===== src/hdl/owm_pkg.sv =====
// Shared types and constants for the one-wire bus master.
// Used by the interfaces, the configuration registers, the front end and the back end.
package owm_pkg;

  localparam int FUNC_W = 3;
  localparam int DATA_W = 8;
  localparam int CFG_W = 10;
  localparam int CFG_IDX_W = 3;
  localparam int BIT_IDX_W = 3;
  localparam int BITS_PER_BYTE = 8;

  // Command codes carried in func
  typedef enum logic [FUNC_W-1:0] {
    FUNC_TICK  = 3'd0,
    FUNC_RESET = 3'd1,
    FUNC_WBIT  = 3'd2,
    FUNC_RBIT  = 3'd3,
    FUNC_WBYTE = 3'd4,
    FUNC_RBYTE = 3'd5,
    FUNC_RSV6  = 3'd6,
    FUNC_RSV7  = 3'd7
  } func_t;

  // Timing register indexes
  typedef enum logic [CFG_IDX_W-1:0] {
    REG_RESET_LOW     = 3'd0,
    REG_PRESENCE_WAIT = 3'd1,
    REG_RESET_TAIL    = 3'd2,
    REG_SLOT_START    = 3'd3,
    REG_WRITE_HOLD    = 3'd4,
    REG_READ_SAMPLE   = 3'd5,
    REG_READ_TAIL     = 3'd6,
    REG_NONE          = 3'd7
  } reg_idx_t;

  localparam logic [CFG_W-1:0] RESET_LOW_DEF     = 10'd500;
  localparam logic [CFG_W-1:0] PRESENCE_WAIT_DEF = 10'd70;
  localparam logic [CFG_W-1:0] RESET_TAIL_DEF    = 10'd500;
  localparam logic [CFG_W-1:0] SLOT_START_DEF    = 10'd5;
  localparam logic [CFG_W-1:0] WRITE_HOLD_DEF    = 10'd60;
  localparam logic [CFG_W-1:0] READ_SAMPLE_DEF   = 10'd15;
  localparam logic [CFG_W-1:0] READ_TAIL_DEF     = 10'd45;

  typedef struct packed {
    logic [CFG_W-1:0] reset_low;
    logic [CFG_W-1:0] presence_wait;
    logic [CFG_W-1:0] reset_tail;
    logic [CFG_W-1:0] slot_start;
    logic [CFG_W-1:0] write_hold;
    logic [CFG_W-1:0] read_sample;
    logic [CFG_W-1:0] read_tail;
  } timing_t;

  // Classification made by the front end
  typedef enum logic [2:0] {
    KIND_TICK  = 3'b001,
    KIND_START = 3'b010,
    KIND_BAD   = 3'b100
  } kind_t;

  typedef struct packed {
    kind_t             kind;
    logic [FUNC_W-1:0] func;
    logic [DATA_W-1:0] data;
    logic              bus_level;
  } entry_t;

  typedef enum logic [7:0] {
    PH_IDLE       = 8'b0000_0001,
    PH_RST_LOW    = 8'b0000_0010,
    PH_RST_WAIT   = 8'b0000_0100,
    PH_RST_TAIL   = 8'b0000_1000,
    PH_SLOT_START = 8'b0001_0000,
    PH_WR_HOLD    = 8'b0010_0000,
    PH_RD_WAIT    = 8'b0100_0000,
    PH_RD_TAIL    = 8'b1000_0000
  } phase_t;

  typedef struct packed {
    logic              drive_low;
    logic              busy_res;
    logic              done_res;
    logic              no_presence;
    logic [DATA_W-1:0] read_data;
    logic              rejected;
  } result_t;

endpackage


===== src/hdl/owm_if.sv =====
// Handshake channels of the one-wire bus master: commands in, results out.
// Field widths come from owm_pkg.
interface owm_cmd_if;
  logic                       valid;
  logic                       ready;
  logic [owm_pkg::FUNC_W-1:0] func;
  logic [owm_pkg::DATA_W-1:0] data;
  logic                       bus_level;

  modport source(output valid, func, data, bus_level, input ready);
  modport sink(input valid, func, data, bus_level, output ready);
endinterface

interface owm_res_if;
  logic                       valid;
  logic                       ready;
  logic                       drive_low;
  logic                       busy_res;
  logic                       done_res;
  logic                       no_presence;
  logic [owm_pkg::DATA_W-1:0] read_data;
  logic                       rejected;

  modport source(output valid, drive_low, busy_res, done_res, no_presence, read_data,
                 rejected, input ready);
  modport sink(input valid, drive_low, busy_res, done_res, no_presence, read_data,
               rejected, output ready);
endinterface


===== src/hdl/owm_cfg.sv =====
// Timing register file of the one-wire bus master.
// Depends on owm_pkg for register indexes, defaults and the timing struct.
module owm_cfg (
  input  logic                          clk,
  input  logic                          rst,
  input  logic                          cfg_we,
  input  logic [owm_pkg::CFG_IDX_W-1:0] cfg_index,
  input  logic [owm_pkg::CFG_W-1:0]     cfg_data,
  output owm_pkg::timing_t              timing
);

  owm_pkg::timing_t regs;

  always_ff @(posedge clk) begin
    if (rst) begin
      regs.reset_low     <= owm_pkg::RESET_LOW_DEF;
      regs.presence_wait <= owm_pkg::PRESENCE_WAIT_DEF;
      regs.reset_tail    <= owm_pkg::RESET_TAIL_DEF;
      regs.slot_start    <= owm_pkg::SLOT_START_DEF;
      regs.write_hold    <= owm_pkg::WRITE_HOLD_DEF;
      regs.read_sample   <= owm_pkg::READ_SAMPLE_DEF;
      regs.read_tail     <= owm_pkg::READ_TAIL_DEF;
    end else if (cfg_we) begin
      case (owm_pkg::reg_idx_t'(cfg_index))
        owm_pkg::REG_RESET_LOW:     regs.reset_low     <= cfg_data;
        owm_pkg::REG_PRESENCE_WAIT: regs.presence_wait <= cfg_data;
        owm_pkg::REG_RESET_TAIL:    regs.reset_tail    <= cfg_data;
        owm_pkg::REG_SLOT_START:    regs.slot_start    <= cfg_data;
        owm_pkg::REG_WRITE_HOLD:    regs.write_hold    <= cfg_data;
        owm_pkg::REG_READ_SAMPLE:   regs.read_sample   <= cfg_data;
        owm_pkg::REG_READ_TAIL:     regs.read_tail     <= cfg_data;
        default: ;
      endcase
    end
  end

  assign timing = regs;

endmodule


===== src/hdl/owm_front.sv =====
// Front end: accepts command transactions, classifies func and queues them.
// Depends on owm_pkg and owm_cmd_if; feeds owm_back through a two-entry queue.
module owm_front (
  input  logic             clk,
  input  logic             rst,
  owm_cmd_if.sink          cmd,
  output logic             q_valid,
  output owm_pkg::entry_t  q_entry,
  input  logic             q_pop
);

  localparam int DEPTH = 2;

  owm_pkg::entry_t slots [DEPTH];
  logic            wr_ptr;
  logic            rd_ptr;
  logic [1:0]      count;
  logic            push;
  owm_pkg::entry_t incoming;

  always_comb begin
    incoming.func      = cmd.func;
    incoming.data      = cmd.data;
    incoming.bus_level = cmd.bus_level;
    case (owm_pkg::func_t'(cmd.func))
      owm_pkg::FUNC_TICK: incoming.kind = owm_pkg::KIND_TICK;
      owm_pkg::FUNC_RESET, owm_pkg::FUNC_WBIT, owm_pkg::FUNC_RBIT,
      owm_pkg::FUNC_WBYTE, owm_pkg::FUNC_RBYTE: incoming.kind = owm_pkg::KIND_START;
      default: incoming.kind = owm_pkg::KIND_BAD;
    endcase
  end

  assign cmd.ready = (count != 2'(DEPTH));
  assign push      = cmd.valid && cmd.ready;
  assign q_valid   = (count != 2'd0);
  assign q_entry   = slots[rd_ptr];

  always_ff @(posedge clk) begin
    if (push) begin
      slots[wr_ptr] <= incoming;
    end
  end

  always_ff @(posedge clk) begin
    if (rst) begin
      wr_ptr <= 1'b0;
      rd_ptr <= 1'b0;
      count  <= 2'd0;
    end else begin
      if (push) begin
        wr_ptr <= ~wr_ptr;
      end
      if (q_pop) begin
        rd_ptr <= ~rd_ptr;
      end
      case ({push, q_pop})
        2'b10:   count <= count + 2'd1;
        2'b01:   count <= count - 2'd1;
        default: count <= count;
      endcase
    end
  end

endmodule


===== src/hdl/owm_back.sv =====
// Back end: runs the bus timing state machine one queued item per cycle while its
// result output register is free or being emptied. Depends on owm_pkg and owm_res_if.
module owm_back #(
  parameter int COUNT_WIDTH = 10
) (
  input  logic             clk,
  input  logic             rst,
  input  owm_pkg::timing_t timing,
  input  logic             q_valid,
  input  owm_pkg::entry_t  q_entry,
  output logic             q_pop,
  owm_res_if.source        res
);

  localparam int CFG_W = owm_pkg::CFG_W;
  localparam int LW = (COUNT_WIDTH > CFG_W) ? COUNT_WIDTH : CFG_W;
  localparam logic [LW-1:0] CMAX = LW'((1 << COUNT_WIDTH) - 1);
  localparam logic [owm_pkg::BIT_IDX_W-1:0] LAST_BIT =
    owm_pkg::BIT_IDX_W'(owm_pkg::BITS_PER_BYTE - 1);

  owm_pkg::phase_t                phase, phase_next;
  logic [COUNT_WIDTH-1:0]         tick_count, tick_count_next;
  logic [owm_pkg::FUNC_W-1:0]     operation, operation_next;
  logic [owm_pkg::BIT_IDX_W-1:0]  bit_index, bit_index_next;
  logic [owm_pkg::DATA_W-1:0]     shift_byte, shift_byte_next;
  logic                           presence_bit, presence_bit_next;

  logic                           out_valid;
  owm_pkg::result_t               out_res;
  owm_pkg::result_t               res_next;

  logic                           is_write, is_byte, is_read;
  logic [CFG_W-1:0]               len_raw;
  logic [LW-1:0]                  len_ext, len_clip;
  logic [LW:0]                    count_inc;
  logic                           phase_end;
  logic                           finished;

  assign is_write = (operation == owm_pkg::FUNC_WBIT) || (operation == owm_pkg::FUNC_WBYTE);
  assign is_byte  = (operation == owm_pkg::FUNC_WBYTE) || (operation == owm_pkg::FUNC_RBYTE);
  assign is_read  = (operation == owm_pkg::FUNC_RBIT) || (operation == owm_pkg::FUNC_RBYTE);

  always_comb begin
    case (phase)
      owm_pkg::PH_RST_LOW:    len_raw = timing.reset_low;
      owm_pkg::PH_RST_WAIT:   len_raw = timing.presence_wait;
      owm_pkg::PH_RST_TAIL:   len_raw = timing.reset_tail;
      owm_pkg::PH_SLOT_START: len_raw = is_write ? timing.slot_start : CFG_W'(1);
      owm_pkg::PH_WR_HOLD:    len_raw = timing.write_hold;
      owm_pkg::PH_RD_WAIT:    len_raw = timing.read_sample;
      owm_pkg::PH_RD_TAIL:    len_raw = timing.read_tail;
      default:                len_raw = CFG_W'(1);
    endcase
  end

  // Clip lengths the counter cannot reach
  assign len_ext   = LW'(len_raw);
  assign len_clip  = (len_ext > CMAX) ? CMAX : len_ext;
  assign count_inc = (LW + 1)'(tick_count) + (LW + 1)'(1);
  assign phase_end = (count_inc >= {1'b0, len_clip});

  always_comb begin
    phase_next        = phase;
    tick_count_next   = tick_count;
    operation_next    = operation;
    bit_index_next    = bit_index;
    shift_byte_next   = shift_byte;
    presence_bit_next = presence_bit;
    finished          = 1'b0;
    res_next.rejected  = 1'b0;
    res_next.read_data = '0;

    case (q_entry.kind)
      owm_pkg::KIND_TICK: begin
        if (phase != owm_pkg::PH_IDLE) begin
          if (phase_end) begin
            tick_count_next = '0;
            case (phase)
              owm_pkg::PH_RST_LOW:  phase_next = owm_pkg::PH_RST_WAIT;
              owm_pkg::PH_RST_WAIT: begin
                presence_bit_next = q_entry.bus_level;
                phase_next        = owm_pkg::PH_RST_TAIL;
              end
              owm_pkg::PH_RST_TAIL: finished = 1'b1;
              owm_pkg::PH_SLOT_START:
                phase_next = is_write ? owm_pkg::PH_WR_HOLD : owm_pkg::PH_RD_WAIT;
              owm_pkg::PH_RD_WAIT: begin
                shift_byte_next[bit_index] = shift_byte[bit_index] | q_entry.bus_level;
                phase_next                 = owm_pkg::PH_RD_TAIL;
              end
              default: begin
                // End of a write hold or a read tail: advance to the next bit of a byte, or finish
                if (is_byte && (bit_index < LAST_BIT)) begin
                  bit_index_next = bit_index + owm_pkg::BIT_IDX_W'(1);
                  phase_next     = owm_pkg::PH_SLOT_START;
                end else begin
                  finished = 1'b1;
                end
              end
            endcase
            if (finished) begin
              if (is_read) begin
                res_next.read_data = shift_byte_next;
              end
              phase_next     = owm_pkg::PH_IDLE;
              operation_next = '0;
            end
          end else begin
            tick_count_next = tick_count + COUNT_WIDTH'(1);
          end
        end
      end
      owm_pkg::KIND_START: begin
        if (phase == owm_pkg::PH_IDLE) begin
          operation_next  = q_entry.func;
          tick_count_next = '0;
          bit_index_next  = '0;
          case (owm_pkg::func_t'(q_entry.func))
            owm_pkg::FUNC_WBIT:  shift_byte_next = {7'd0, q_entry.data[0]};
            owm_pkg::FUNC_WBYTE: shift_byte_next = q_entry.data;
            default:             shift_byte_next = '0;
          endcase
          phase_next = (q_entry.func == owm_pkg::FUNC_RESET) ? owm_pkg::PH_RST_LOW
                                                             : owm_pkg::PH_SLOT_START;
        end else begin
          res_next.rejected = 1'b1;
        end
      end
      default: res_next.rejected = 1'b1;
    endcase

    case (phase_next)
      owm_pkg::PH_RST_LOW, owm_pkg::PH_SLOT_START: res_next.drive_low = 1'b1;
      owm_pkg::PH_WR_HOLD: res_next.drive_low = ~shift_byte_next[bit_index_next];
      default:             res_next.drive_low = 1'b0;
    endcase
    res_next.busy_res    = (phase_next != owm_pkg::PH_IDLE);
    res_next.done_res    = finished;
    res_next.no_presence = presence_bit_next;
  end

  // Step only when the output register is free or being emptied
  assign q_pop = q_valid && (!out_valid || res.ready);

  always_ff @(posedge clk) begin
    if (rst) begin
      phase        <= owm_pkg::PH_IDLE;
      tick_count   <= '0;
      operation    <= '0;
      bit_index    <= '0;
      shift_byte   <= '0;
      presence_bit <= 1'b1;
      out_valid    <= 1'b0;
    end else begin
      if (q_pop) begin
        phase        <= phase_next;
        tick_count   <= tick_count_next;
        operation    <= operation_next;
        bit_index    <= bit_index_next;
        shift_byte   <= shift_byte_next;
        presence_bit <= presence_bit_next;
        out_valid    <= 1'b1;
      end else if (res.ready) begin
        out_valid <= 1'b0;
      end
    end
  end

  always_ff @(posedge clk) begin
    if (q_pop) begin
      out_res <= res_next;
    end
  end

  assign res.valid       = out_valid;
  assign res.drive_low   = out_res.drive_low;
  assign res.busy_res    = out_res.busy_res;
  assign res.done_res    = out_res.done_res;
  assign res.no_presence = out_res.no_presence;
  assign res.read_data   = out_res.read_data;
  assign res.rejected    = out_res.rejected;

endmodule


===== src/hdl/one_wire_bus_master.sv =====
// One-wire bus master: one command or tick transaction per cycle while neither the queue
// nor the output register holds the flow, one result per transaction. A result can be taken
// once its transaction has passed through the queue, then the output register; the timing
// state machine in the back end takes one step per transaction. Reset (synchronous) empties the queue
// and the output register, returns the machine to idle and loads the default timing registers.
module one_wire_bus_master #(
  parameter int COUNT_WIDTH = 10
) (
  input  logic                          clk,
  input  logic                          rst,
  owm_cmd_if.sink                       cmd,
  owm_res_if.source                     res,
  input  logic                          cfg_we,
  input  logic [owm_pkg::CFG_IDX_W-1:0] cfg_index,
  input  logic [owm_pkg::CFG_W-1:0]     cfg_data
);

  owm_pkg::timing_t timing;
  logic             q_valid;
  owm_pkg::entry_t  q_entry;
  logic             q_pop;

  owm_cfg u_cfg (
    .clk       (clk),
    .rst       (rst),
    .cfg_we    (cfg_we),
    .cfg_index (cfg_index),
    .cfg_data  (cfg_data),
    .timing    (timing)
  );

  owm_front u_front (
    .clk     (clk),
    .rst     (rst),
    .cmd     (cmd),
    .q_valid (q_valid),
    .q_entry (q_entry),
    .q_pop   (q_pop)
  );

  owm_back #(
    .COUNT_WIDTH (COUNT_WIDTH)
  ) u_back (
    .clk     (clk),
    .rst     (rst),
    .timing  (timing),
    .q_valid (q_valid),
    .q_entry (q_entry),
    .q_pop   (q_pop),
    .res     (res)
  );

endmodule


===== src/flat_wrapper.sv =====
// flat-port wrapper written by rule: the top's interface ports become plain ports
module one_wire_bus_master_flat 
#(
  parameter int COUNT_WIDTH = 10
)
  (clk, rst, cfg_we, cfg_index, cfg_data, cmd_valid, cmd_func, cmd_data, cmd_bus_level, cmd_ready, res_valid, res_drive_low, res_busy_res, res_done_res, res_no_presence, res_read_data, res_rejected, res_ready);
  owm_cmd_if cmd_i ();
  owm_res_if res_i ();
  input  logic clk;
  input  logic rst;
  input  logic cfg_we;
  input  logic [owm_pkg::CFG_IDX_W-1:0] cfg_index;
  input  logic [owm_pkg::CFG_W-1:0] cfg_data;
  input wire logic [$bits(cmd_i.valid)-1:0] cmd_valid;
  input wire logic [$bits(cmd_i.func)-1:0] cmd_func;
  input wire logic [$bits(cmd_i.data)-1:0] cmd_data;
  input wire logic [$bits(cmd_i.bus_level)-1:0] cmd_bus_level;
  output wire logic [$bits(cmd_i.ready)-1:0] cmd_ready;
  output wire logic [$bits(res_i.valid)-1:0] res_valid;
  output wire logic [$bits(res_i.drive_low)-1:0] res_drive_low;
  output wire logic [$bits(res_i.busy_res)-1:0] res_busy_res;
  output wire logic [$bits(res_i.done_res)-1:0] res_done_res;
  output wire logic [$bits(res_i.no_presence)-1:0] res_no_presence;
  output wire logic [$bits(res_i.read_data)-1:0] res_read_data;
  output wire logic [$bits(res_i.rejected)-1:0] res_rejected;
  input wire logic [$bits(res_i.ready)-1:0] res_ready;
  assign cmd_i.valid = cmd_valid;
  assign cmd_i.func = cmd_func;
  assign cmd_i.data = cmd_data;
  assign cmd_i.bus_level = cmd_bus_level;
  assign cmd_ready = cmd_i.ready;
  assign res_valid = res_i.valid;
  assign res_drive_low = res_i.drive_low;
  assign res_busy_res = res_i.busy_res;
  assign res_done_res = res_i.done_res;
  assign res_no_presence = res_i.no_presence;
  assign res_read_data = res_i.read_data;
  assign res_rejected = res_i.rejected;
  assign res_i.ready = res_ready;
  one_wire_bus_master #(.COUNT_WIDTH(COUNT_WIDTH)) u_core (.clk(clk), .rst(rst), .cmd(cmd_i), .res(res_i), .cfg_we(cfg_we), .cfg_index(cfg_index), .cfg_data(cfg_data));
endmodule

===== config.mk =====
export PLATFORM = sky130hd
export DESIGN_NAME = one_wire_bus_master_flat
export DESIGN_NICKNAME = d
export VERILOG_FILES = /design/src/hdl/owm_pkg.sv /design/src/hdl/owm_if.sv /design/src/hdl/owm_cfg.sv /design/src/hdl/owm_front.sv /design/src/hdl/owm_back.sv /design/src/hdl/one_wire_bus_master.sv /design/src/flat_wrapper.sv
export SDC_FILE = /design/constraint.sdc
export NUM_CORES = 1
export LEC_CHECK = 0
export BUFFER_PORTS_ARGS = -buffer_cell sky130_fd_sc_hd__clkbuf_2
export CAP_MARGIN = 25
export CORE_AREA = 2 2 140 142
export DETAILED_ROUTE_END_ITERATION = 8
export DIE_AREA = 0 0 142 144
export GPL_TIMING_DRIVEN = 0
export PLACE_DENSITY_LB_ADDON = 0.08
export SKIP_LAST_GASP = 1
export SLEW_MARGIN = 20
export SYNTH_ARGS = -nofsm -noshare
export SYNTH_HDL_FRONTEND = slang
export SYNTH_SLANG_ARGS = --single-unit

===== constraint.sdc =====
create_clock -name clk -period 11.5 [get_ports clk]
set_input_delay 2.3 -clock clk [delete_from_list [all_inputs] [get_ports clk]]
set_output_delay 2.3 -clock clk [all_outputs]
set_load 0.02 [all_outputs]

# Yosys cells after proc, flatten, opt, wreduce, memory -nomap -nowiden
# Memories as Yosys holds them, arrays and structs flattened. A register that Yosys moved wholly into a read port is not among the register bits.
# Cells that the tools add are included.
[word_totals]
ff_bits = 121
ram_bits = 30
mem_count = 1
[op_classes]
n_addsub = 5
magnitude_cmp = 6
n_eq_ne = 40
n_mux = 60
bitwise_logic = 4
reduce_logical = 30
[mem_list]
columns = ["name", "depth", "word_bits", "rd", "rd_clocked_by_memory_dff", "write_ports", "line_no", "source"]
rows = [
  ["u_core.u_front.slots", 2, 15, 1, 1, 1, "owm_front.sv:14", "owm_pkg::entry_t slots [DEPTH];"],
]
[op_table]
columns = ["cell", "count"]
rows = [
  ["8-bit two-way mux", 9],
  ["10-bit one-hot mux with 7 select lines", 1],
  ["10-bit two-way mux", 5],
  ["8-bit one-hot mux with 2 select lines", 3],
  ["8-bit one-hot mux with 5 select lines", 1],
  ["3-bit two-way mux", 9],
  ["3-bit by 2-bit == test with 1-bit output, second input constant", 8],
  ["3-bit == test, second input constant", 8],
  ["10-bit one-hot mux with 2 select lines", 1],
  ["1-bit two-way mux", 18],
  ["3-bit one-hot mux with 2 select lines", 3],
  ["8-bit by 2-bit == test with 1-bit output, second input constant", 2],
  ["8-bit by 5-bit == test with 1-bit output, second input constant", 2],
  ["8-bit by 6-bit == test with 1-bit output, second input constant", 2],
  ["8-bit by 1-bit != test with 1-bit output, second input constant", 2],
  ["2-bit AND reduction", 7],
  ["3-bit by 1-bit == test with 1-bit output, second input constant", 4],
  ["10-bit by 1-bit adder with 11-bit output, second input constant", 1],
  ["11-bit by 10-bit greater-or-equal comparator with 1-bit output", 1],
  ["10-bit by 1-bit adder with 10-bit output, second input constant", 1],
  ["10-bit > comparator, second input constant", 1],
  ["2-bit != test, second input constant", 5],
  ["5-bit OR reduction", 2],
  ["8-bit bitwise mux", 1],
  ["32 further kinds", 48],
]

# Logic depth before layout (Yosys ltp)
# Gate-level depths: netlist of run 1.
[logic_depth]
ltp_word = 17
depth_mapped = 18
depth_no_buf = 16

# Hierarchy
# From an unflattened synthesis of run 1, not the netlist that was laid out.
[hier_totals]
cells_unflattened = 733
hier_area_um2 = 7462.2
[by_module_without_submodules]
columns = ["mod", "instances", "cells_each", "area_each_um2", "seq_area_each_um2"]
rows = [
  ["owm_back", 1, 400, 3382.0, 1071.0],
  ["owm_cfg", 1, 260, 2770.2, 1401.3],
  ["owm_front", 1, 73, 1310.0, 1001.0],
]

# Worst setup path before layout of run 1
# No wires, ideal clock.
[synth_path]
kind = "input-to-reg"
from = "input res_ready"
to = "register u_core.u_front.count[1]"
setup_ps = 71
t_arrival_ps = 4281
required_ps = 11429
slack_ps = 7148
stages = 7
path_buffers = 1
path_cell_list = "nand2b_1 o21ai_1 clkinv_1 clkbuf_1 ha_1 or3_1 a21oi_1"
[synth_between]
elab_chain_len = 4
word_cells_on_any_way = 6
[synth_rtl]
columns = ["element", "line_no", "source"]
rows = [
  ["from (decl)", "flat_wrapper.sv:26", "input wire logic [$bits(res_i.ready)-1:0] res_ready;"],
  ["1-bit logical OR (*)", "owm_back.sv:143", "assign q_pop = q_valid && (!out_valid || res.ready);"],
  ["1-bit logical AND (*)", "owm_back.sv:143", ""],
  ["net u_core.q_pop", "one_wire_bus_master.sv:21", "logic q_pop;"],
  ["2-bit by 1-bit == test with 1-bit output / 2-bit == test (equally long branches)", "owm_front.sv:56", "case ({push, q_pop})"],
  ["2-bit one-hot mux with 2 select lines / 2-bit nonzero test (equally long branches)", "-", ""],
  ["to (signal assigned)", "owm_front.sv:57", "2'b10: count <= count + 2'd1;"],
  ["to (signal assigned)", "owm_front.sv:58", "2'b01: count <= count - 2'd1;"],
  ["to (signal assigned)", "owm_front.sv:59", "default: count <= count;"],
  ["to (decl)", "owm_front.sv:17", "logic [1:0] count;"],
]
# The timed path passes the listed nets; every way through them passes the cells marked *.
# A chain may end at the register's enable or synchronous reset.

==> results of run 1 <==
[area by class of cell]
type                       count  area, um^2  share of cell area
multi-input combinational    628        3780               0.442
sequential                   152        3470               0.407
clock buffer                  17         425              0.0498
tap                          238         298              0.0349
timing repair buffer          42         210              0.0246
buffer                        42         188              0.0220
clock inverter                15         129              0.0151
inverter                      10        37.5             0.00440
[worst paths after layout]
check / from / end / slack, ps / depth (start not counted)
worst max register to register: u_core.u_back.phase[4] / u_core.u_back.res.drive_low / 6320 / 17
worst max-delay path: u_core.u_back.phase[4] / u_core.u_back.res.drive_low / 6320 / 17
worst min-delay path: u_core.u_cfg.timing[15] / u_core.u_cfg.timing[15] / 460 / 2
worst min register to register: u_core.u_cfg.timing[15] / u_core.u_cfg.timing[15] / 460 / 2
[report_power, final]
part	leakage, nW	switching [mW]	internal (mW)
combinational	1.53	0.366	0.178
clock	0.261	0.230	0.298
sequential	1.29	0.0346	0.629
total	3.08	0.630	1.11
[worst min-delay path: stages (launching register included)]
cell and delay, ps:
dfxtp_1 310, nand2_1 50, a21oi_1 50
[sequential cells by signal (all words and copies together), names as in the netlist, 2 cells and up, named ones only]
name / cells
u_core.u_back.shift_byte: 8
u_core.u_back.phase: 8
u_core.u_back.operation: 3
u_core.u_back.tick_count: 10
u_core.u_front.count: 2
u_core.u_front.slots: 30
u_core.u_back.bit_index: 3
u_core.u_cfg.timing: 70
u_core.u_back.res.read_data: 8
[metrics by stage]
stage	power (mW)	util	hold WS, ps	std cells	setup WS [ps]
after global routing	1.83	0.448	478	1144	6040
final	1.74	0.448	456	1144	6320
after global placement	1.20	0.417	441	1111	6030
after detailed placement	1.21	0.418	448	1111	6390
after CTS	1.74	0.447	457	1143	6420
after floorplan	1.05	-	436	832	7150
[routing by layer]
layer / part of all wire / vias up / GRT usage
met1: 0.48 / 3128 / 0.311
met2: 0.44 / 195 / 0.338
met3: 0.064 / 38 / 0.0480
met4: 0.023 / 2 / 0.0884
li1: - / 3113 / -
met5: 0.00059 / - / 0
[Yosys cell counts (3+ instances only)]
| cell type | count | area share |
|---|---|---|
| a211oi_1 | 6 | 0.0060 |
| xor2_1 | 11 | 0.013 |
| o21ai_1 | 5 | 0.0034 |
| a21oi_1 | 64 | 0.043 |
| buf_4 | 3 | 0.0030 |
| a211o_1 | 9 | 0.011 |
| nand2_1 | 160 | 0.081 |
| nand3_1 | 16 | 0.011 |
| and3_1 | 15 | 0.013 |
| a22oi_1 | 26 | 0.026 |
| or3_1 | 9 | 0.0075 |
| o211ai_1 | 4 | 0.0040 |
| mux2_2 | 5 | 0.0075 |
| clkbuf_1 | 26 | 0.013 |
| a22o_1 | 4 | 0.0047 |
| and4b_1 | 3 | 0.0040 |
| a221oi_1 | 4 | 0.0047 |
| nor2_1 | 82 | 0.041 |
| buf_2 | 7 | 0.0047 |
| nand2b_1 | 10 | 0.0084 |
| nand3b_1 | 25 | 0.025 |
| inv_1 | 9 | 0.0045 |
| and2_1 | 4 | 0.0034 |
| edfxtp_1 | 43 | 0.17 |
| nor2b_1 | 15 | 0.013 |
| o31ai_1 | 3 | 0.0030 |
| ha_1 | 13 | 0.022 |
| nand4_1 | 6 | 0.0050 |
| buf_1 | 4 | 0.0020 |
| nor3b_1 | 4 | 0.0040 |
| xnor2_1 | 7 | 0.0082 |
| dfxtp_1 | 109 | 0.29 |
| nor4_1 | 3 | 0.0025 |
| nor3_1 | 21 | 0.014 |
| o21ai_0 | 20 | 0.013 |
| mux2i_1 | 23 | 0.031 |
| a222oi_1 | 6 | 0.0081 |
[kinds of logic (layout without fill, tap and decap cells)]
| family | Yosys count | in the layout | share of synthesized area |
|---|---|---|---|
| simple gates | 392 | 392 | 0.262 |
| fa+ha+maj | 13 | 13 | 0.0218 |
| mux | 30 | 30 | 0.0424 |
| xor+xnor | 18 | 18 | 0.0211 |
| buf+inv | 52 | 126 | 0.0300 |
| flops | 152 | 152 | 0.466 |
| compound gates | 175 | 175 | 0.157 |
==> run metrics, run 1 <==
Antenna Cells=0; min-delay worst type=flop to flop; async set-reset flop share out of synthesis=0; most frequent cells in the layout=160 x nand2_1, 109 x dfxtp_1, 81 x nor2_1; maxcap violations=0; H-tree Lvls=4; final instance area=8540 um^2; # IOs=45; status=finished, final reports clean; Yosys reg bits=152; RSZ-0062 raised after global routing=no; max incr delay on CP=750 ps; row cnt=51; TNS Setup=0 ps; Buf/Inv on CP=2; wire length per cell=19.3 um; Antenna Violating Nets Remaining=0; fill count=1842; first-pass GRT wire length=34.6 mm; placed inst area=7980 um^2; post-synthesis sequential area ratio=0.466; CTS Sinks=152; Cells after Synth=832; Peak Freq=193 MHz; clock root buffer=clkbuf_16; Area growth, synth to finish=14.5%; Required @ worst endpoint=11740 ps; WP data arrival=5430 ps; DIE HEIGHT=144 um; vias after detailed routing=6476; yosys synthesis warning count=0; cell area after synthesis=7460 um^2; Post-DP HPWL=15.7 mm; fraction of layout cells with a size suffix above 1=0.129; Power Density=203 nW/um^2; Critical-path top delay cell=nor4b_4; vias in the first global route=6341; Hold Buf Count CTS=0; CP Launch Type=flop; CTS tree=yes; largest net degree at the start of global routing=24; WS Path Type=flop to flop; Final Hold Fails=0; ys flop type=dfxtp_1; number of port buffers=41; Final period util=0.451; Slew Limit Fails=0; aggregate routed wire length=22.1 mm; post-cts sizing count=0; Final Skew=10.1 ps; Slew Limit Headroom=0.298; Setup-failing EPs final=0; commonest non-fill, non-tap cell in the layout=nand2_1; die area=20400 um^2; clock latency at the later pin of the worst-skew pair=420 ps; Vias/cell=5.66; Pre-Repair DR Iteration Count=5; Yosys cell types=76; EDFF count, synth=43; remaining global-route overflow=0; initial antenna violation count=1; postcts setup bufs=0; die width=142 um; Core Box Area=19100 um^2; Syn Area/Cell=8.96 um^2; GP Congestion=0.882; DRT iter0 DRCs=580; Final min period=5180 ps; CTS Buf Count=17; Starting Density=0.391; syn_nets=875; Top delay family on crit path=compound AO/OA/AOI/OAI gates; DRC=0; Peak VDD IR=0.139 mV; Nets=936; Clock transition at path regs=70 ps; GRT Util Overall=0.223; clk buf depth=2; worst path cell trace=buf_2, nor2_2, nand3b_1, nor4b_4, a222oi_1, and3_1, ha_1, a211oi_1, nand2_1, a211oi_1, o21a_1, buf_2, nor2_1, o211ai_1, nand4_1, a2111o_1, o31ai_2; Max FO, Critical Path=10; Worst setup EP type=flop; Leak=3.08 nW; Least-Margin Pin Slew=1050 ps
Note: power is estimated with default switching activity, not from simulation.
==> inputs of run 2 (changes only) <==
- clock period: 11.5 -> 5.26 ns (I/O delays scaled with it)
==> run 2 against run 1 <==
Against the previous run: routed wire length is essentially flat; cell area grew 0.28%; critical path depth down 1; clock-buffer cell count stayed put; global-route usage unchanged; clock skew is essentially flat; core utilization rose by 0.12 points; flip-flop and latch count did not move; largest cell class unchanged; cell count up 0.17%.
==> run metrics, run 2 (synthesized netlist as in run 1, its figures left out) <==
min-delay worst type=flop to flop; hold slack=454 ps (-1.46 ps); DRC=0 (unchanged); Sw Share=0.363 (about the same); Final Total Pwr=3.80 mW (+120%); CP Launch Type=flop; P_sw=1.38 mW (+120%); proportion of power drawn by the clock network=0.304 (about the same); Peak VDD IR=0.305 mV (+120%); first-pass GRT wire length=34.6 mm (unchanged); final cell count without fillers=1146 (+0.17%); Comb power frac=0.313 (about the same); CTS Sinks=152 (unchanged); fin util=0.449 (+0.00125); Least-Margin Pin Slew=1040 ps (-13.1 ps); RSZ-0062 raised after global routing=no; Final min period=4920 ps (-265 ps); Max FO, Critical Path=10 (unchanged); clock root buffer=clkbuf_16; # IOs=45 (unchanged); most frequent CP cell=a211oi_1; Antenna Violating Nets Remaining=0 (unchanged); CTS Buf Count=17 (unchanged); die width=142 um (unchanged); r2r endpoint=u_core.u_back.res.drive_low; pre-CTS setup slack=203 ps (-6190 ps); vias in the first global route=6341 (unchanged); Slew Limit Headroom=0.307 (+0.00879); Nets=938 (+0.21%); Final Hold Fails=0 (unchanged); CTS tree=yes; wire length per cell=19.3 um (-0.20%); Final Skew=10.5 ps (+0.426 ps); Area growth, synth to finish=14.8%; GRT Util Overall=0.223 (unchanged); r2r worst-path depth=16 (-1); Leak=3.10 nW (+0.70%); worst path cell trace=nor4_4, and4b_1, clkbuf_1, a22oi_1, and3_1, ha_1, a211oi_1, nand2_1, a211oi_1, o21a_1, buf_2, nor2_1, o211ai_1, nand4_1, a2111o_1, o31ai_2; Peak Freq=203 MHz (+5.4%); commonest non-fill, non-tap cell in the layout=nand2_1; Vias/cell=5.73 (+1.2%); Post-DP HPWL=15.7 mm (unchanged); Antenna Cells=0 (unchanged); final worst slack=342 ps (-5980 ps); placed inst area=7980 um^2 (unchanged); die area=20400 um^2 (unchanged); status=finished, final reports clean; Required @ worst endpoint=5510 ps (-6230 ps); Worst setup EP type=flop; remaining global-route overflow=0 (unchanged); Worst setup startpoint=u_core.u_back.phase[1]; row cnt=51 (unchanged); Inst Count DP=1111 (unchanged); Hold Buf Count CTS=0 (unchanged); number of port buffers=41 (unchanged); max incr delay on CP=480 ps (-270 ps); met1 Resource Use GR=0.311 (unchanged); fraction of layout cells with a size suffix above 1=0.134 (+0.00522); Critical-path top delay cell=clkbuf_1; Starting Density=0.391 (unchanged); most frequent cells in the layout=160 x nand2_1, 109 x dfxtp_1, 81 x nor2_1; largest net degree at the start of global routing=24 (unchanged); M3 GR Usage=0.0480 (unchanged); Core Box Area=19100 um^2 (unchanged); maxcap violations=0 (unchanged); H-tree Lvls=4 (unchanged); clock latency at the later pin of the worst-skew pair=420 ps (about the same); Internal=2.42 mW (+120%); vias after detailed routing=6563 (+1.3%); GR met2 Demand/Resource=0.338 (unchanged); Setup-failing EPs final=0 (unchanged); DRT iter0 DRCs=601 (+3.6%); Seq pwr share=0.383 (about the same); clk buf depth=2 (unchanged); WS Path Type=flop to flop; initial antenna violation count=1 (unchanged); final instance area=8560 um^2 (+0.28%); max FFs per register=70 (unchanged); Final period util=0.935 (+0.484); TNS Setup=0 ps (unchanged); RR Startpoint=u_core.u_back.phase[1]; aggregate routed wire length=22.1 mm (about the same); Pre-Repair DR Iteration Count=6 (+1); Clock transition at path regs=60 ps (about the same); DIE HEIGHT=144 um (unchanged); Worst setup endpoint=u_core.u_back.res.drive_low; flop2flop setup slack=340 ps (-5980 ps); GP Congestion=0.882 (unchanged); Power Density=443 nW/um^2 (+120%); Slew Limit Fails=0 (unchanged); global-route layer with the greatest usage=met2; WP data arrival=5160 ps (-270 ps)
run 2: power by group through the flow:
stage               clock [mW]  sequential, mW  combinational [mW]
floorplan                    0            1.51               0.778
global placement             0            1.47                1.15
detailed placement           0            1.47                1.17
CTS                       1.18            1.45                1.18
global route              1.23            1.47                1.30
finish                    1.16            1.45                1.19
run 2: cell type report:
type                            count  area (um^2)
Timing Repair Buffer               44          225
Multi-Input combinational cell    628         3780
Sequential cell                   152         3470
Buffer                             42          191
Inverter                           10         37.5
Tap cell                          238          298
Clock inverter                     15          129
Fill cell                        1841        10500
Clock buffer                       17          425
run 2: per-layer routing:
layer | part of all wire | wire length (um)
met1 | 0.47 | 10300
met2 | 0.44 | 9650
met3 | 0.072 | 1590
met4 | 0.025 | 542
met5 | 0.00059 | 13
run 2: how the worst min path moves through the flow:
| stage | startpoint | end | slack (ps) | cells past startpoint |
|---|---|---|---|---|
| 3_3_place_gp | u_core.u_cfg.timing[35] | u_core.u_cfg.timing[35] | 440 | 2 |
| 2_1_floorplan | u_core.u_cfg.timing[31] | u_core.u_cfg.timing[31] | 440 | 2 |
| 4_1_cts | u_core.u_cfg.timing[15] | u_core.u_cfg.timing[15] | 460 | 2 |
| 6_report | u_core.u_cfg.timing[35] | u_core.u_cfg.timing[35] | 450 | 2 |
| 3_5_place_dp | u_core.u_cfg.timing[15] | u_core.u_cfg.timing[15] | 450 | 2 |
| 5_1_grt | u_core.u_cfg.timing[7] | u_core.u_cfg.timing[7] | 480 | 2 |
run 2: repair_timing:
item | in CTS | in global routing
endpoints found under the hold margin | 0 | 0
setup buffers | 0 | 2
resized for setup | 0 | 7
endpoints found under the setup margin | 0 | 1
run 2: critical path: cells and delay by family (launching register included):
| kind | cells | cell delay [ps] |
|---|---|---|
| AO/OA/AOI/OAI | 7 | 1930 |
| AND/OR/NAND/NOR | 6 | 1330 |
| buffers and inverters | 2 | 720 |
| flip-flops | 1 | 420 |
| adder cells (fa/ha/maj) | 1 | 320 |
==> inputs of run 3 (changes only) <==
- CTS_BUF_LIST: default -> sky130_fd_sc_hd__clkbuf_4
- clock period: 5.26 -> 6.15 ns (I/O delays scaled with it)
==> run 3 against run 2 <==
Against the previous run: sequential power shrank 14%; worst setup slack gained 650 ps; sequential share of layout area up 1.6 points; clock skew up 11 ps; core utilization is 1.7 points lower; critical path depth increased by 2; register-to-register slack better by 650 ps; clock-buffer cell count unchanged; clock power down 50%; die area unchanged; combinational power fell by 14%; cell area fell by 3.7%.
==> run metrics, run 3 (synthesized netlist as in run 1, its figures left out) <==
Power Density=344 nW/um^2 (-22%); final cell count without fillers=1146 (unchanged); DRC=0 (unchanged); placed inst area=7980 um^2 (unchanged); WP data arrival=5570 ps (+410 ps); GP Congestion=0.882 (unchanged); row cnt=51 (unchanged); Worst setup EP type=flop; commonest non-fill, non-tap cell in the layout=nand2_1; Pre-Repair DR Iteration Count=6 (unchanged); clock root buffer=clkbuf_4; Setup-failing EPs final=0 (unchanged); Peak Freq=194 MHz (-4.7%); Final min period=5160 ps (+242 ps); Clock transition at path regs=140 ps (+80 ps); number of port buffers=41 (unchanged); Leak=2.95 nW (-4.9%); post-cts sizing count=0 (unchanged); DRT iter0 DRCs=508 (-15%); Core Box Area=19100 um^2 (unchanged); Final period util=0.839 (-0.0959); worst path cell trace=clkbuf_2, nor2_1, and4_1, clkbuf_1, clkbuf_1, a22oi_1, and3_1, ha_1, a211oi_1, nand2_1, a211oi_1, o21a_1, buf_2, nor2_1, o211ai_1, nand4_1, a2111o_1, o31ai_2; Least-Margin Pin Slew=1010 ps (-29.8 ps); vias after detailed routing=6571 (+0.12%); wire length per cell=19.2 um (-0.34%); Slew Limit Headroom=0.327 (+0.0199); Area growth, synth to finish=10.6%; Peak VDD IR=0.197 mV (-35%); Vias/cell=5.73 (+0.12%); Final Total Pwr=2.84 mW (-25%); Inst Count DP=1111 (unchanged); remaining global-route overflow=0 (unchanged); fraction of layout cells with a size suffix above 1=0.129 (-0.00522); postcts setup bufs=0 (unchanged); TNS Setup=0 ps (unchanged); # IOs=45 (unchanged); Final Hold Fails=0 (unchanged); Buf/Inv on CP=4 (+2); max FFs per register=70 (unchanged); clock latency at the later pin of the worst-skew pair=570 ps (+150 ps); first-pass GRT wire length=34.5 mm (-0.42%); initial antenna violation count=2 (+1); Hold Buf Count CTS=0 (unchanged); RSZ-0062 raised after global routing=no; DIE HEIGHT=144 um (unchanged); GRT Util Overall=0.222 (-0.000712); Starting Density=0.391 (unchanged); most frequent cells in the layout=160 x nand2_1, 109 x dfxtp_1, 81 x nor2_1; Nets=936 (-0.21%); CTS tree=yes; status=finished, final reports clean; CTS Sinks=152 (unchanged); aggregate routed wire length=22.0 mm (-0.34%); min-delay worst type=flop to flop; WS Path Type=flop to flop; die width=142 um (unchanged); Final Skew=21.9 ps (+11.4 ps); CTS Buf Count=17 (unchanged); final instance area=8250 um^2 (-3.7%); CP Launch Type=flop; die area=20400 um^2 (unchanged); Antenna Violating Nets Remaining=0 (unchanged); Critical-path top delay cell=clkbuf_1; maxcap violations=0 (unchanged); Max FO, Critical Path=10 (unchanged); Required @ worst endpoint=6550 ps (+1040 ps); H-tree Lvls=4 (unchanged); max incr delay on CP=530 ps (+50 ps); largest net degree at the start of global routing=24 (unchanged); clk buf depth=2 (unchanged); vias in the first global route=6330 (-0.17%); Top delay family on crit path=compound AO/OA/AOI/OAI gates; Slew Limit Fails=0 (unchanged); Post-DP HPWL=15.7 mm (unchanged)
[run 3: layout make-up]
class,instances,area (um^2)
plain buffers,42,188
clock buffers,17,128
inverters,10,37.5
well taps,238,298
multi-input cells,628,3780
clock inverters,15,129
repair buffers,42,210
flip-flops and latches,152,3470
fillers,1879,10800
diodes,2,5.00
[run 3: per-layer routing]
metal / global-route usage / part of all wire / vias up
met5: 0 / 0.00059 / -
met2: 0.339 / 0.44 / 275
met1: 0.309 / 0.47 / 3123
li1: - / - / 3117
met3: 0.0560 / 0.072 / 54
met4: 0.0732 / 0.025 / 2
[run 3: final timing paths]
path | startpoint | slack, ps | endpoint | cells after the start
setup reg to reg | u_core.u_back.phase[0] | 990 | u_core.u_back.res.drive_low | 18
hold reg to reg | u_core.u_cfg.timing[15] | 470 | u_core.u_cfg.timing[15] | 2
setup / recovery | u_core.u_back.phase[0] | 990 | u_core.u_back.res.drive_low | 18
hold / removal | u_core.u_cfg.timing[15] | 470 | u_core.u_cfg.timing[15] | 2
[run 3: tightest hold or removal path, delay by kind of cell (launching register included)]
family             cells  cell delay, ps
DFF                    1             340
and+or+nand+nor        1              50
AOI/OAI and AO/OA      1              50
[run 3: stage by stage]
stage           util  hold slack (ps)  setup slack [ps]
5_1_grt        0.432              488               692
6_report       0.432              465               989
4_1_cts        0.432              466              1070
2_1_floorplan      -              436              2090
3_5_place_dp   0.418              448              1090
3_3_place_gp   0.417              441               675
[run 3: power breakdown]
group / internal [mW] / switching (mW) / leakage, nW / total [mW]
Combinational: 0.334 / 0.684 / 1.53 / 1.02
Sequential: 1.17 / 0.0644 / 1.29 / 1.24
Clock: 0.200 / 0.380 / 0.130 / 0.580
Total: 1.71 / 1.13 / 2.95 / 2.84
